<file path="src/rtl/atb_pkg.sv">
// ----------------------------------------------------------------------------
// atb_pkg
// Shared types and constants of the acoustic trigger and bearing block.
// ----------------------------------------------------------------------------
package atb_pkg;

    localparam int MIC_COUNT  = 3;
    localparam int RING_DEPTH = 64;
    localparam int RING_AW    = $clog2(RING_DEPTH);
    localparam int SMP_W      = 10;
    localparam int SUM_W      = SMP_W + RING_AW;
    localparam int TIME_W     = 32;
    localparam int BRG_W      = 12;
    localparam int CFG_IDX_W  = 3;
    localparam int CFG_DATA_W = 16;
    localparam int DEN_W      = SMP_W + 1;
    localparam int NUM_W      = 25;
    localparam int MAG_W      = 24;
    localparam int DIV_CNT_W  = $clog2(MAG_W + 1);

    localparam logic [SMP_W-1:0] BASE_RESET = SMP_W'(512);

    // Register indexes of the configuration port
    localparam logic [CFG_IDX_W-1:0] CFG_THRESHOLD = 3'd0;
    localparam logic [CFG_IDX_W-1:0] CFG_CAPTURE   = 3'd1;
    localparam logic [CFG_IDX_W-1:0] CFG_BASEWIN   = 3'd2;
    localparam logic [CFG_IDX_W-1:0] CFG_BRG0      = 3'd3;
    localparam logic [CFG_IDX_W-1:0] CFG_BRG1      = 3'd4;
    localparam logic [CFG_IDX_W-1:0] CFG_BRG2      = 3'd5;

    typedef struct packed {
        logic latch;
        logic ring_rd;
        logic ring_upd;
        logic base_upd;
        logic chk;
        logic sel;
        logic mul1;
        logic mul2;
        logic wrap;
        logic div_step;
        logic out_load;
    } t_cmd;

    typedef struct packed {
        logic kind;
        logic report;
        logic div_done;
        logic out_busy;
    } t_sts;

endpackage

</file>
<file path="src/rtl/atb_ram.sv">
// ----------------------------------------------------------------------------
// atb_ram
// Generic single-port-write, single-port-read RAM with registered read data.
// ----------------------------------------------------------------------------
module atb_ram #(
    parameter int WIDTH = 8,
    parameter int DEPTH = 16
) (
    input  logic                     i_clk,
    input  logic                     i_we,
    input  logic [$clog2(DEPTH)-1:0] i_waddr,
    input  logic [WIDTH-1:0]         i_wdata,
    input  logic [$clog2(DEPTH)-1:0] i_raddr,
    output logic [WIDTH-1:0]         o_rdata
);

    logic [WIDTH-1:0] r_mem [DEPTH];
    logic [WIDTH-1:0] r_rdata;

    always_ff @(posedge i_clk) begin
        if (i_we) begin
            r_mem[i_waddr] <= i_wdata;
        end
        r_rdata <= r_mem[i_raddr];
    end

    assign o_rdata = r_rdata;

endmodule

</file>
<file path="src/rtl/atb_ctrl.sv">
// ----------------------------------------------------------------------------
// atb_ctrl
// Sequencer: steps one item at a time through the datapath.
// ----------------------------------------------------------------------------
module atb_ctrl import atb_pkg::*; (
    input  logic i_clk,
    input  logic i_rst_n,
    input  logic i_in_valid,
    output logic o_in_stall,
    input  t_sts i_sts,
    output t_cmd o_cmd
);

    localparam logic [3:0] ST_IDLE = 4'd0;
    localparam logic [3:0] ST_DEC  = 4'd1;
    localparam logic [3:0] ST_UPD  = 4'd2;
    localparam logic [3:0] ST_BASE = 4'd3;
    localparam logic [3:0] ST_SEL  = 4'd4;
    localparam logic [3:0] ST_MUL1 = 4'd5;
    localparam logic [3:0] ST_MUL2 = 4'd6;
    localparam logic [3:0] ST_WRAP = 4'd7;
    localparam logic [3:0] ST_DIV  = 4'd8;
    localparam logic [3:0] ST_OUT  = 4'd9;

    logic [3:0] r_state;
    logic [3:0] n_state;

    always_comb begin
        n_state = r_state;
        o_cmd   = '0;
        case (r_state)
            ST_IDLE: begin
                if (i_in_valid) begin
                    o_cmd.latch = 1'b1;
                    n_state     = ST_DEC;
                end
            end
            ST_DEC: begin
                if (!i_sts.kind) begin
                    o_cmd.ring_rd = 1'b1;
                    n_state       = ST_UPD;
                end else begin
                    o_cmd.chk = 1'b1;
                    n_state   = i_sts.report ? ST_SEL : ST_IDLE;
                end
            end
            ST_UPD: begin
                o_cmd.ring_upd = 1'b1;
                n_state        = ST_BASE;
            end
            ST_BASE: begin
                o_cmd.base_upd = 1'b1;
                n_state        = ST_IDLE;
            end
            ST_SEL: begin
                o_cmd.sel = 1'b1;
                n_state   = ST_MUL1;
            end
            ST_MUL1: begin
                o_cmd.mul1 = 1'b1;
                n_state    = ST_MUL2;
            end
            ST_MUL2: begin
                o_cmd.mul2 = 1'b1;
                n_state    = ST_WRAP;
            end
            ST_WRAP: begin
                o_cmd.wrap = 1'b1;
                n_state    = ST_DIV;
            end
            ST_DIV: begin
                if (i_sts.div_done) begin
                    n_state = ST_OUT;
                end else begin
                    o_cmd.div_step = 1'b1;
                end
            end
            ST_OUT: begin
                if (!i_sts.out_busy) begin
                    o_cmd.out_load = 1'b1;
                    n_state        = ST_IDLE;
                end
            end
            default: begin
                n_state = ST_IDLE;
            end
        endcase
    end

    always_ff @(posedge i_clk) begin
        if (!i_rst_n) begin
            r_state <= ST_IDLE;
        end else begin
            r_state <= n_state;
        end
    end

    assign o_in_stall = (r_state != ST_IDLE);

endmodule

</file>
<file path="src/rtl/atb_dp.sv">
// ----------------------------------------------------------------------------
// atb_dp
// Datapath: configuration, sample rings, baselines, peaks, trigger state,
// bearing arithmetic with a restoring divider, and the result register.
// ----------------------------------------------------------------------------
module atb_dp import atb_pkg::*; (
    input  logic                    i_clk,
    input  logic                    i_rst_n,
    input  logic                    i_cfg_we,
    input  logic [CFG_IDX_W-1:0]    i_cfg_idx,
    input  logic [CFG_DATA_W-1:0]   i_cfg_data,
    input  logic                    i_kind,
    input  logic [SMP_W-1:0]        i_sample_mic0,
    input  logic [SMP_W-1:0]        i_sample_mic1,
    input  logic [SMP_W-1:0]        i_sample_mic2,
    input  logic [TIME_W-1:0]       i_now_ms,
    input  logic                    i_out_stall,
    input  t_cmd                    i_cmd,
    output t_sts                    o_sts,
    output logic                    o_out_valid,
    output logic                    o_reported,
    output logic signed [BRG_W-1:0] o_bearing_tenths,
    output logic [SMP_W-1:0]        o_peak_mic0,
    output logic [SMP_W-1:0]        o_peak_mic1,
    output logic [SMP_W-1:0]        o_peak_mic2,
    output logic [TIME_W-1:0]       o_event_time_ms
);

    // Configuration
    logic [SMP_W-1:0]        r_thr;
    logic [15:0]             r_capwin;
    logic [15:0]             r_basewin;
    logic signed [BRG_W-1:0] r_brg [MIC_COUNT];

    always_ff @(posedge i_clk) begin
        if (!i_rst_n) begin
            r_thr     <= '0;
            r_capwin  <= 16'd100;
            r_basewin <= 16'd1000;
            r_brg[0]  <= BRG_W'(0);
            r_brg[1]  <= BRG_W'(1200);
            r_brg[2]  <= -BRG_W'(1200);
        end else if (i_cfg_we) begin
            case (i_cfg_idx)
                CFG_THRESHOLD: r_thr     <= i_cfg_data[SMP_W-1:0];
                CFG_CAPTURE:   r_capwin  <= i_cfg_data;
                CFG_BASEWIN:   r_basewin <= i_cfg_data;
                CFG_BRG0:      r_brg[0]  <= i_cfg_data[BRG_W-1:0];
                CFG_BRG1:      r_brg[1]  <= i_cfg_data[BRG_W-1:0];
                CFG_BRG2:      r_brg[2]  <= i_cfg_data[BRG_W-1:0];
                default: begin
                end
            endcase
        end
    end

    // Latched input item
    logic              r_kind;
    logic [SMP_W-1:0]  r_smp [MIC_COUNT];
    logic [TIME_W-1:0] r_now;

    always_ff @(posedge i_clk) begin
        if (i_cmd.latch) begin
            r_kind   <= i_kind;
            r_smp[0] <= i_sample_mic0;
            r_smp[1] <= i_sample_mic1;
            r_smp[2] <= i_sample_mic2;
            r_now    <= i_now_ms;
        end
    end

    // Sample rings: one row holds all three channels at one position.
    // A row not yet written reads as zero through its valid bit.
    logic [RING_AW-1:0]           r_pos;
    logic [RING_DEPTH-1:0]        r_vld;
    logic [MIC_COUNT*SMP_W-1:0]   ram_rdata;
    logic [MIC_COUNT*SMP_W-1:0]   ram_wdata;

    assign ram_wdata = {r_smp[2], r_smp[1], r_smp[0]};

    atb_ram #(
        .WIDTH (MIC_COUNT*SMP_W),
        .DEPTH (RING_DEPTH)
    ) u_ring (
        .i_clk   (i_clk),
        .i_we    (i_cmd.ring_upd),
        .i_waddr (r_pos),
        .i_wdata (ram_wdata),
        .i_raddr (r_pos),
        .o_rdata (ram_rdata)
    );

    logic [SUM_W-1:0]  r_sum   [MIC_COUNT];
    logic [SMP_W-1:0]  r_base  [MIC_COUNT];
    logic [SMP_W-1:0]  r_peak  [MIC_COUNT];
    logic              r_active;
    logic [TIME_W-1:0] r_start;
    logic [TIME_W-1:0] r_last;
    logic              r_rd_vld;

    logic [SMP_W-1:0]   old_smp [MIC_COUNT];
    logic [SMP_W-1:0]   mean    [MIC_COUNT];
    logic [SMP_W+1:0]   base_acc[MIC_COUNT];
    logic               base_due;
    logic               trig;
    logic [TIME_W-1:0]  ev_age;

    always_comb begin
        trig = 1'b0;
        for (int c = 0; c < MIC_COUNT; c++) begin
            old_smp[c]  = r_rd_vld ? ram_rdata[c*SMP_W +: SMP_W] : '0;
            mean[c]     = SMP_W'(r_sum[c] / SUM_W'(RING_DEPTH));
            base_acc[c] = {2'b00, r_base[c]} + {1'b0, r_base[c], 1'b0} + {2'b00, mean[c]};
            if ({1'b0, r_peak[c]} > ({1'b0, r_base[c]} + {1'b0, r_thr})) begin
                trig = 1'b1;
            end
        end
        base_due = (r_now - r_last) > {16'd0, r_basewin};
        ev_age   = r_now - r_start;
    end

    always_ff @(posedge i_clk) begin
        if (!i_rst_n) begin
            r_pos    <= '0;
            r_vld    <= '0;
            r_active <= 1'b0;
            r_start  <= '0;
            r_last   <= '0;
            r_rd_vld <= 1'b0;
            for (int c = 0; c < MIC_COUNT; c++) begin
                r_sum[c]  <= '0;
                r_base[c] <= BASE_RESET;
                r_peak[c] <= '0;
            end
        end else begin
            if (i_cmd.ring_rd) begin
                r_rd_vld <= r_vld[r_pos];
            end
            if (i_cmd.ring_upd) begin
                r_vld[r_pos] <= 1'b1;
                r_pos        <= (r_pos == RING_AW'(RING_DEPTH - 1)) ? '0 :
                                r_pos + RING_AW'(1);
                for (int c = 0; c < MIC_COUNT; c++) begin
                    r_sum[c] <= r_sum[c] - SUM_W'(old_smp[c]) + SUM_W'(r_smp[c]);
                    if (r_smp[c] > r_peak[c]) begin
                        r_peak[c] <= r_smp[c];
                    end
                end
            end
            if (i_cmd.base_upd && base_due) begin
                r_last <= r_now;
                for (int c = 0; c < MIC_COUNT; c++) begin
                    r_base[c] <= base_acc[c][SMP_W+1:2];
                end
            end
            if (i_cmd.chk && !r_active && trig) begin
                r_active <= 1'b1;
                r_start  <= r_now;
                for (int c = 0; c < MIC_COUNT; c++) begin
                    r_peak[c] <= r_base[c];
                end
            end
            if (i_cmd.out_load) begin
                r_active <= 1'b0;
            end
        end
    end

    // Bearing: pick the two loudest channels, form the weighted sum with
    // one shared multiplier, wrap it, then divide by the amplitude sum.
    logic [1:0]              first_ch;
    logic [1:0]              second_ch;
    logic [SMP_W-1:0]        r_a1;
    logic [SMP_W-1:0]        r_a2;
    logic signed [BRG_W-1:0] r_b1;
    logic signed [BRG_W-1:0] r_b2;
    logic [DEN_W-1:0]        r_den;
    logic signed [NUM_W-1:0] r_num;
    logic                    r_neg;
    logic [MAG_W-1:0]        r_quo;
    logic [DEN_W:0]          r_rem;
    logic [DIV_CNT_W-1:0]    r_cnt;

    logic signed [BRG_W+SMP_W:0] prod;
    logic signed [NUM_W-1:0]     lim;
    logic signed [NUM_W-1:0]     span;
    logic signed [NUM_W-1:0]     wrapped;
    logic [DEN_W+1:0]            trial;
    logic [DEN_W:0]              rem_sh;

    always_comb begin
        first_ch  = 2'd0;
        second_ch = 2'd1;
        if (r_peak[1] > r_peak[0]) begin
            first_ch  = 2'd1;
            second_ch = 2'd0;
        end
        if (r_peak[2] > r_peak[first_ch]) begin
            second_ch = first_ch;
            first_ch  = 2'd2;
        end else if (r_peak[2] > r_peak[second_ch]) begin
            second_ch = 2'd2;
        end
    end

    always_comb begin
        if (i_cmd.mul2) begin
            prod = r_b2 * $signed({1'b0, r_a2});
        end else begin
            prod = r_b1 * $signed({1'b0, r_a1});
        end
        lim  = $signed(NUM_W'(r_den) * NUM_W'(1800));
        span = $signed(NUM_W'(r_den) * NUM_W'(3600));
        if (r_num > lim) begin
            wrapped = r_num - span;
        end else if (r_num < -lim) begin
            wrapped = r_num + span;
        end else begin
            wrapped = r_num;
        end
        rem_sh = {r_rem[DEN_W-1:0], r_quo[MAG_W-1]};
        trial  = {1'b0, rem_sh} - {2'b00, r_den};
    end

    always_ff @(posedge i_clk) begin
        if (i_cmd.sel) begin
            r_a1  <= r_peak[first_ch];
            r_a2  <= r_peak[second_ch];
            r_b1  <= r_brg[first_ch];
            r_b2  <= r_brg[second_ch];
            r_den <= {1'b0, r_peak[first_ch]} + {1'b0, r_peak[second_ch]};
        end
        if (i_cmd.mul1) begin
            r_num <= NUM_W'(prod);
        end
        if (i_cmd.mul2) begin
            r_num <= r_num + NUM_W'(prod);
        end
        if (i_cmd.wrap) begin
            r_neg <= wrapped[NUM_W-1];
            r_quo <= wrapped[NUM_W-1] ? MAG_W'(-wrapped) : MAG_W'(wrapped);
            r_rem <= '0;
            r_cnt <= DIV_CNT_W'(MAG_W);
        end
        if (i_cmd.div_step) begin
            r_cnt <= r_cnt - DIV_CNT_W'(1);
            if (!trial[DEN_W+1]) begin
                r_rem <= trial[DEN_W:0];
                r_quo <= {r_quo[MAG_W-2:0], 1'b1};
            end else begin
                r_rem <= rem_sh;
                r_quo <= {r_quo[MAG_W-2:0], 1'b0};
            end
        end
    end

    // Result register
    logic                    r_ovld;
    logic signed [BRG_W-1:0] r_obrg;
    logic [SMP_W-1:0]        r_opeak [MIC_COUNT];
    logic [TIME_W-1:0]       r_otime;
    logic [BRG_W-1:0]        q_trunc;

    assign q_trunc = r_neg ? BRG_W'(-r_quo) : BRG_W'(r_quo);

    always_ff @(posedge i_clk) begin
        if (!i_rst_n) begin
            r_ovld <= 1'b0;
        end else if (i_cmd.out_load) begin
            r_ovld <= 1'b1;
        end else if (!i_out_stall) begin
            r_ovld <= 1'b0;
        end
    end

    always_ff @(posedge i_clk) begin
        if (i_cmd.out_load) begin
            r_obrg  <= (r_den == '0) ? '0 : $signed(q_trunc);
            r_otime <= r_start;
            for (int c = 0; c < MIC_COUNT; c++) begin
                r_opeak[c] <= r_peak[c];
            end
        end
    end

    assign o_out_valid      = r_ovld;
    assign o_reported       = 1'b1;
    assign o_bearing_tenths = r_obrg;
    assign o_peak_mic0      = r_opeak[0];
    assign o_peak_mic1      = r_opeak[1];
    assign o_peak_mic2      = r_opeak[2];
    assign o_event_time_ms  = r_otime;

    assign o_sts.kind     = r_kind;
    assign o_sts.report   = r_active && (ev_age >= {16'd0, r_capwin});
    assign o_sts.div_done = (r_cnt == '0);
    assign o_sts.out_busy = r_ovld && i_out_stall;

endmodule

</file>
<file path="src/rtl/acoustic_trigger_bearing.sv">
// ----------------------------------------------------------------------------
// acoustic_trigger_bearing
// Three-microphone event detector with peak capture and bearing estimate.
// ----------------------------------------------------------------------------
// One item is worked at a time. A sample item passes through the ring read,
// ring update and baseline states, which the registered read and
// write-back of the sample ring memory call for. A check item that does not report
// returns to idle after decode; one that reports goes on through channel
// selection, two multiplies, the wrap and the 24 steps of the restoring divider
// that forms the bearing, plus any wait for the previous result to be taken. Ring entries not yet
// written read as zero through per-row valid bits, so no clearing pass is
// needed after reset.
module acoustic_trigger_bearing import atb_pkg::*; (
    input  logic                    i_clk,
    input  logic                    i_rst_n,
    input  logic                    i_cfg_we,
    input  logic [CFG_IDX_W-1:0]    i_cfg_idx,
    input  logic [CFG_DATA_W-1:0]   i_cfg_data,
    input  logic                    i_in_valid,
    output logic                    o_in_stall,
    input  logic                    i_kind,
    input  logic [SMP_W-1:0]        i_sample_mic0,
    input  logic [SMP_W-1:0]        i_sample_mic1,
    input  logic [SMP_W-1:0]        i_sample_mic2,
    input  logic [TIME_W-1:0]       i_now_ms,
    output logic                    o_out_valid,
    input  logic                    i_out_stall,
    output logic                    o_reported,
    output logic signed [BRG_W-1:0] o_bearing_tenths,
    output logic [SMP_W-1:0]        o_peak_mic0,
    output logic [SMP_W-1:0]        o_peak_mic1,
    output logic [SMP_W-1:0]        o_peak_mic2,
    output logic [TIME_W-1:0]       o_event_time_ms
);

    t_cmd cmd;
    t_sts sts;

    atb_ctrl u_ctrl (
        .i_clk      (i_clk),
        .i_rst_n    (i_rst_n),
        .i_in_valid (i_in_valid),
        .o_in_stall (o_in_stall),
        .i_sts      (sts),
        .o_cmd      (cmd)
    );

    atb_dp u_dp (
        .i_clk            (i_clk),
        .i_rst_n          (i_rst_n),
        .i_cfg_we         (i_cfg_we),
        .i_cfg_idx        (i_cfg_idx),
        .i_cfg_data       (i_cfg_data),
        .i_kind           (i_kind),
        .i_sample_mic0    (i_sample_mic0),
        .i_sample_mic1    (i_sample_mic1),
        .i_sample_mic2    (i_sample_mic2),
        .i_now_ms         (i_now_ms),
        .i_out_stall      (i_out_stall),
        .i_cmd            (cmd),
        .o_sts            (sts),
        .o_out_valid      (o_out_valid),
        .o_reported       (o_reported),
        .o_bearing_tenths (o_bearing_tenths),
        .o_peak_mic0      (o_peak_mic0),
        .o_peak_mic1      (o_peak_mic1),
        .o_peak_mic2      (o_peak_mic2),
        .o_event_time_ms  (o_event_time_ms)
    );

endmodule

</file>
<file path="config.mk">
export PLATFORM = sky130hd
export DESIGN_NAME = acoustic_trigger_bearing
export DESIGN_NICKNAME = d
export VERILOG_FILES = /design/src/rtl/atb_pkg.sv /design/src/rtl/atb_ram.sv /design/src/rtl/atb_ctrl.sv /design/src/rtl/atb_dp.sv /design/src/rtl/acoustic_trigger_bearing.sv
export SDC_FILE = /design/constraint.sdc
export NUM_CORES = 2
export LEC_CHECK = 0
export CORE_ASPECT_RATIO = 1.75
export CORE_MARGIN = 3
export CORE_UTILIZATION = 50
export CTS_CLUSTER_SIZE = 16
export DETAILED_ROUTE_END_ITERATION = 10
export DONT_BUFFER_PORTS = 1
export GPL_ROUTABILITY_DRIVEN = 0
export MAX_ROUTING_LAYER = met4
export PLACE_DENSITY = 0.79
export SETUP_SLACK_MARGIN = 0.15
export SKIP_CTS_REPAIR_TIMING = 1
export SYNTH_ARGS = -nofsm -noshare
export SYNTH_HDL_FRONTEND = slang
export SYNTH_SLANG_ARGS = --single-unit
</file>
<file path="constraint.sdc">
create_clock -name i_clk -period 7.59 [get_ports i_clk]
set_input_delay 1.1385 -clock i_clk [delete_from_list [all_inputs] [get_ports i_clk]]
set_output_delay 1.1385 -clock i_clk [all_outputs]
set_load 0.02 [all_outputs]
</file>
==> results by group <==
Routing
  – Total iterations of the first detailed-routing run: 9
  – DR WL/cell: 30.6 um
  – DRT antenna net count: 0
  – Routed wire length: 378 mm
  – DR DRC count: 0
  – DRT iter0 DRCs: 10400
  – Avg Vias per Cell: 6.66
  – DR vias: 82500

Clock tree
  – Num Clock Sinks: 2535
  – Clock transition at path regs: 0.07 ns
  – Root Buffer: clkbuf_16
  – Clock Latency Late Sink: 0.92 ns
  – H-Tree Depth: 4
  – CTS tree: done
  – Total CTS buffers: 224
  – Clock buffer depth: 4

Global route
  – Busiest grt layer: met2
  – GR Util met3: 0.0746
  – Grt ovf: 0
  – First-pass GRT wire length: 543 mm
  – Vias in the first global route: 83300
  – Grt met1 use: 0.311
  – Initial antenna violation count: 32
  – Pin count of the biggest net entering global routing: 108
  – Gr usage total: 0.310
  – Met2 usage: 0.505

Setup path
  – Nature of the critical path endpoint: register
  – Critical path arrival: 8.02 ns
  – Crit Path Category: register to register
  – Worst reg-to-reg setup slack: 0.17 ns
  – CP peak stage delay: 0.57 ns
  – CP startpoint kind: register
  – Slowest CP cell: or4_4
  – Worst-path maximum fanout: 6
  – Critical Path RT: 8.19 ns

Placed design
  – Post-DP HPWL: 247 mm
  – IO Port Bufs: 0
  – Placed inst area: 125000 um2

STA
  – Final Hold Fails: 0
  – Period utilization: 0.977
  – Pins Over Slew Limit: 0
  – Slew @ Worst Pin: 1.39 ns
  – Final hold slack: 0.338 ns
  – Slew headroom: 0.0721
  – Max frequency: 135 MHz
  – Minimum clock period: 7.42 ns
  – Final setup vio count: 0
  – Worst Skew: 0.0592 ns
  – RSZ-0062 raised after global routing: true

Yosys
  – Syn_area_per_cell: 13.4 um2
  – Async S/R FF share, synth: 0
  – Yosys reg bits: 2535
  – Post-synth EDFFs: 2322
  – Predominant post-synthesis flop cell: edfxtp_1
  – Ys Warns: 0
  – Cell count after synthesis: 8881
  – Mapped Area: 119000 um2
  – Seq/Total Area, Yosys: 0.621
  – Post-synthesis net count: 9855
  – Post-synth cell types: 97

Layout
  – Share of cells above drive strength 1: 0.108
  – Final instance area: 134000 um2
  – Multi-input combinational cell area: 42400 um2
  – FF/Latch Area: 74000 um2
  – Final #Nets: 10100
  – Synthesis-to-finish area growth: 12.0%
  – Filler Cells Inserted: 17600

Floorplan
  – CORE AREA: 237000 um2
  – Starting density of the core: 0.504
  – DIE WIDTH: 375 um
  – I/O pins: 164
  – Row count: 236
  – Die height: 652 um
  – Full die area: 245000 um2

Status
  – Status: completed

Min path
  – Hold Crit Class: primary input to register

Flow run
  – Max cap viols: 0
flip-flops by register name (all words and copies together) (netlist names), 24 cells and up:
signal and flops:
u_dp.o_event_time_ms 32, u_dp.r_base 30, u_dp.r_brg 36, u_dp.r_last 32, u_dp.r_now 32, u_dp.r_num 25
u_dp.r_opeak 30, u_dp.r_peak 30, u_dp.r_quo 24, u_dp.r_smp 30, u_dp.r_start 32, u_dp.r_sum 48
u_dp.r_vld 64, u_dp.u_ring.o_rdata 30, u_dp.u_ring.r_mem 1920
critical path: cells and delay by family, from the launching register on:
family          cells  cell delay, ns
fa+ha+maj           6            2.09
compound gates     11            2.05
simple gates        6            1.75
buf+inv             5            0.50
flops               1            0.37
xor+xnor            2            0.35
cells in the final DEF (no fill, tap or decap), drive strengths merged, types with 35 or more instances in the layout:
master / n
xnor2: 164
o21a: 59
nand2b: 53
o21bai: 56
nand4: 108
nand2: 396
nor2b: 63
o21ai: 204
clkbuf: 290
nand3: 102
edfxtp: 2322
xor2: 98
ha: 577
a21oi: 386
a22o: 225
a21o: 107
a221oi: 199
a31oi: 215
buf: 404
o31ai: 48
nor3: 75
mux2i: 60
and2: 198
clkinv: 56
o211ai: 35
nor2: 541
fa: 310
dfxtp: 213
a22oi: 610
nor4: 50
inv: 702
path summary, 6_finish.rpt:
path                         endpoint  cells past startpoint             start
max                    u_dp.r_quo[23]                     30     u_dp.r_den[3]
min                    u_dp.r_now[29]                      0      i_now_ms[29]
max reg2reg            u_dp.r_quo[23]                     30     u_dp.r_den[3]
min reg2reg  u_dp.o_event_time_ms[14]                      0  u_dp.r_start[14]
through the flow:
stage | util | TNS, ns | worst slack [ns] | cells
finish | 0.564 | 0 | 0.173 | 12400
global route | 0.564 | -0.253 | -0.0786 | 12400
CTS | 0.557 | -3.38 | -0.456 | 12300
detailed placement | 0.527 | -3.08 | -0.405 | 11900
global placement | 0.527 | -2.19 | -0.336 | 11900
floorplan | - | 0 | 0.189 | 8881
per-layer routing:
metal | wire length, um | part of all wire
met5 | 0 | 0
met1 | 113000 | 0.30
met2 | 182000 | 0.48
met4 | 41100 | 0.11
met3 | 42400 | 0.11
cell usage after synthesis, types with 213 or more instances:
master	number	area, um2
a21oi_1	386	1930
a22o_1	225	1970
a22oi_1	610	4580
a31oi_1	215	1350
clkbuf_1	338	1270
dfxtp_1	213	4260
edfxtp_1	2322	69700
fa_1	310	6210
ha_1	577	7220
inv_1	682	2560
nand2_1	394	1480
nor2_1	541	2030
cell type report:
class | count | area share
antenna | 31 | 0.000581
sequential | 2535 | 0.554
clock buffer | 289 | 0.0456
timing repair buffer | 405 | 0.0243
multi-input combinational | 5238 | 0.318
tap | 3094 | 0.0290
clock inverter | 110 | 0.00915
inverter | 683 | 0.0192
logic make-up (layout without fill, tap and decap cells):
family,after synthesis,after routing,share of synthesized area
fa+ha+maj,887,887,0.113
compound gates,2328,2328,0.138
mux,63,63,0.00532
buf+inv,1112,1487,0.0353
xor+xnor,262,262,0.0192
simple gates,1693,1697,0.0686
flops,2535,2535,0.621
other cells,1,32,0.0000315
Power is left out: the tool's default activity adds up to more than one toggle a clock period on the data nets, which glitch-free logic cannot reach.
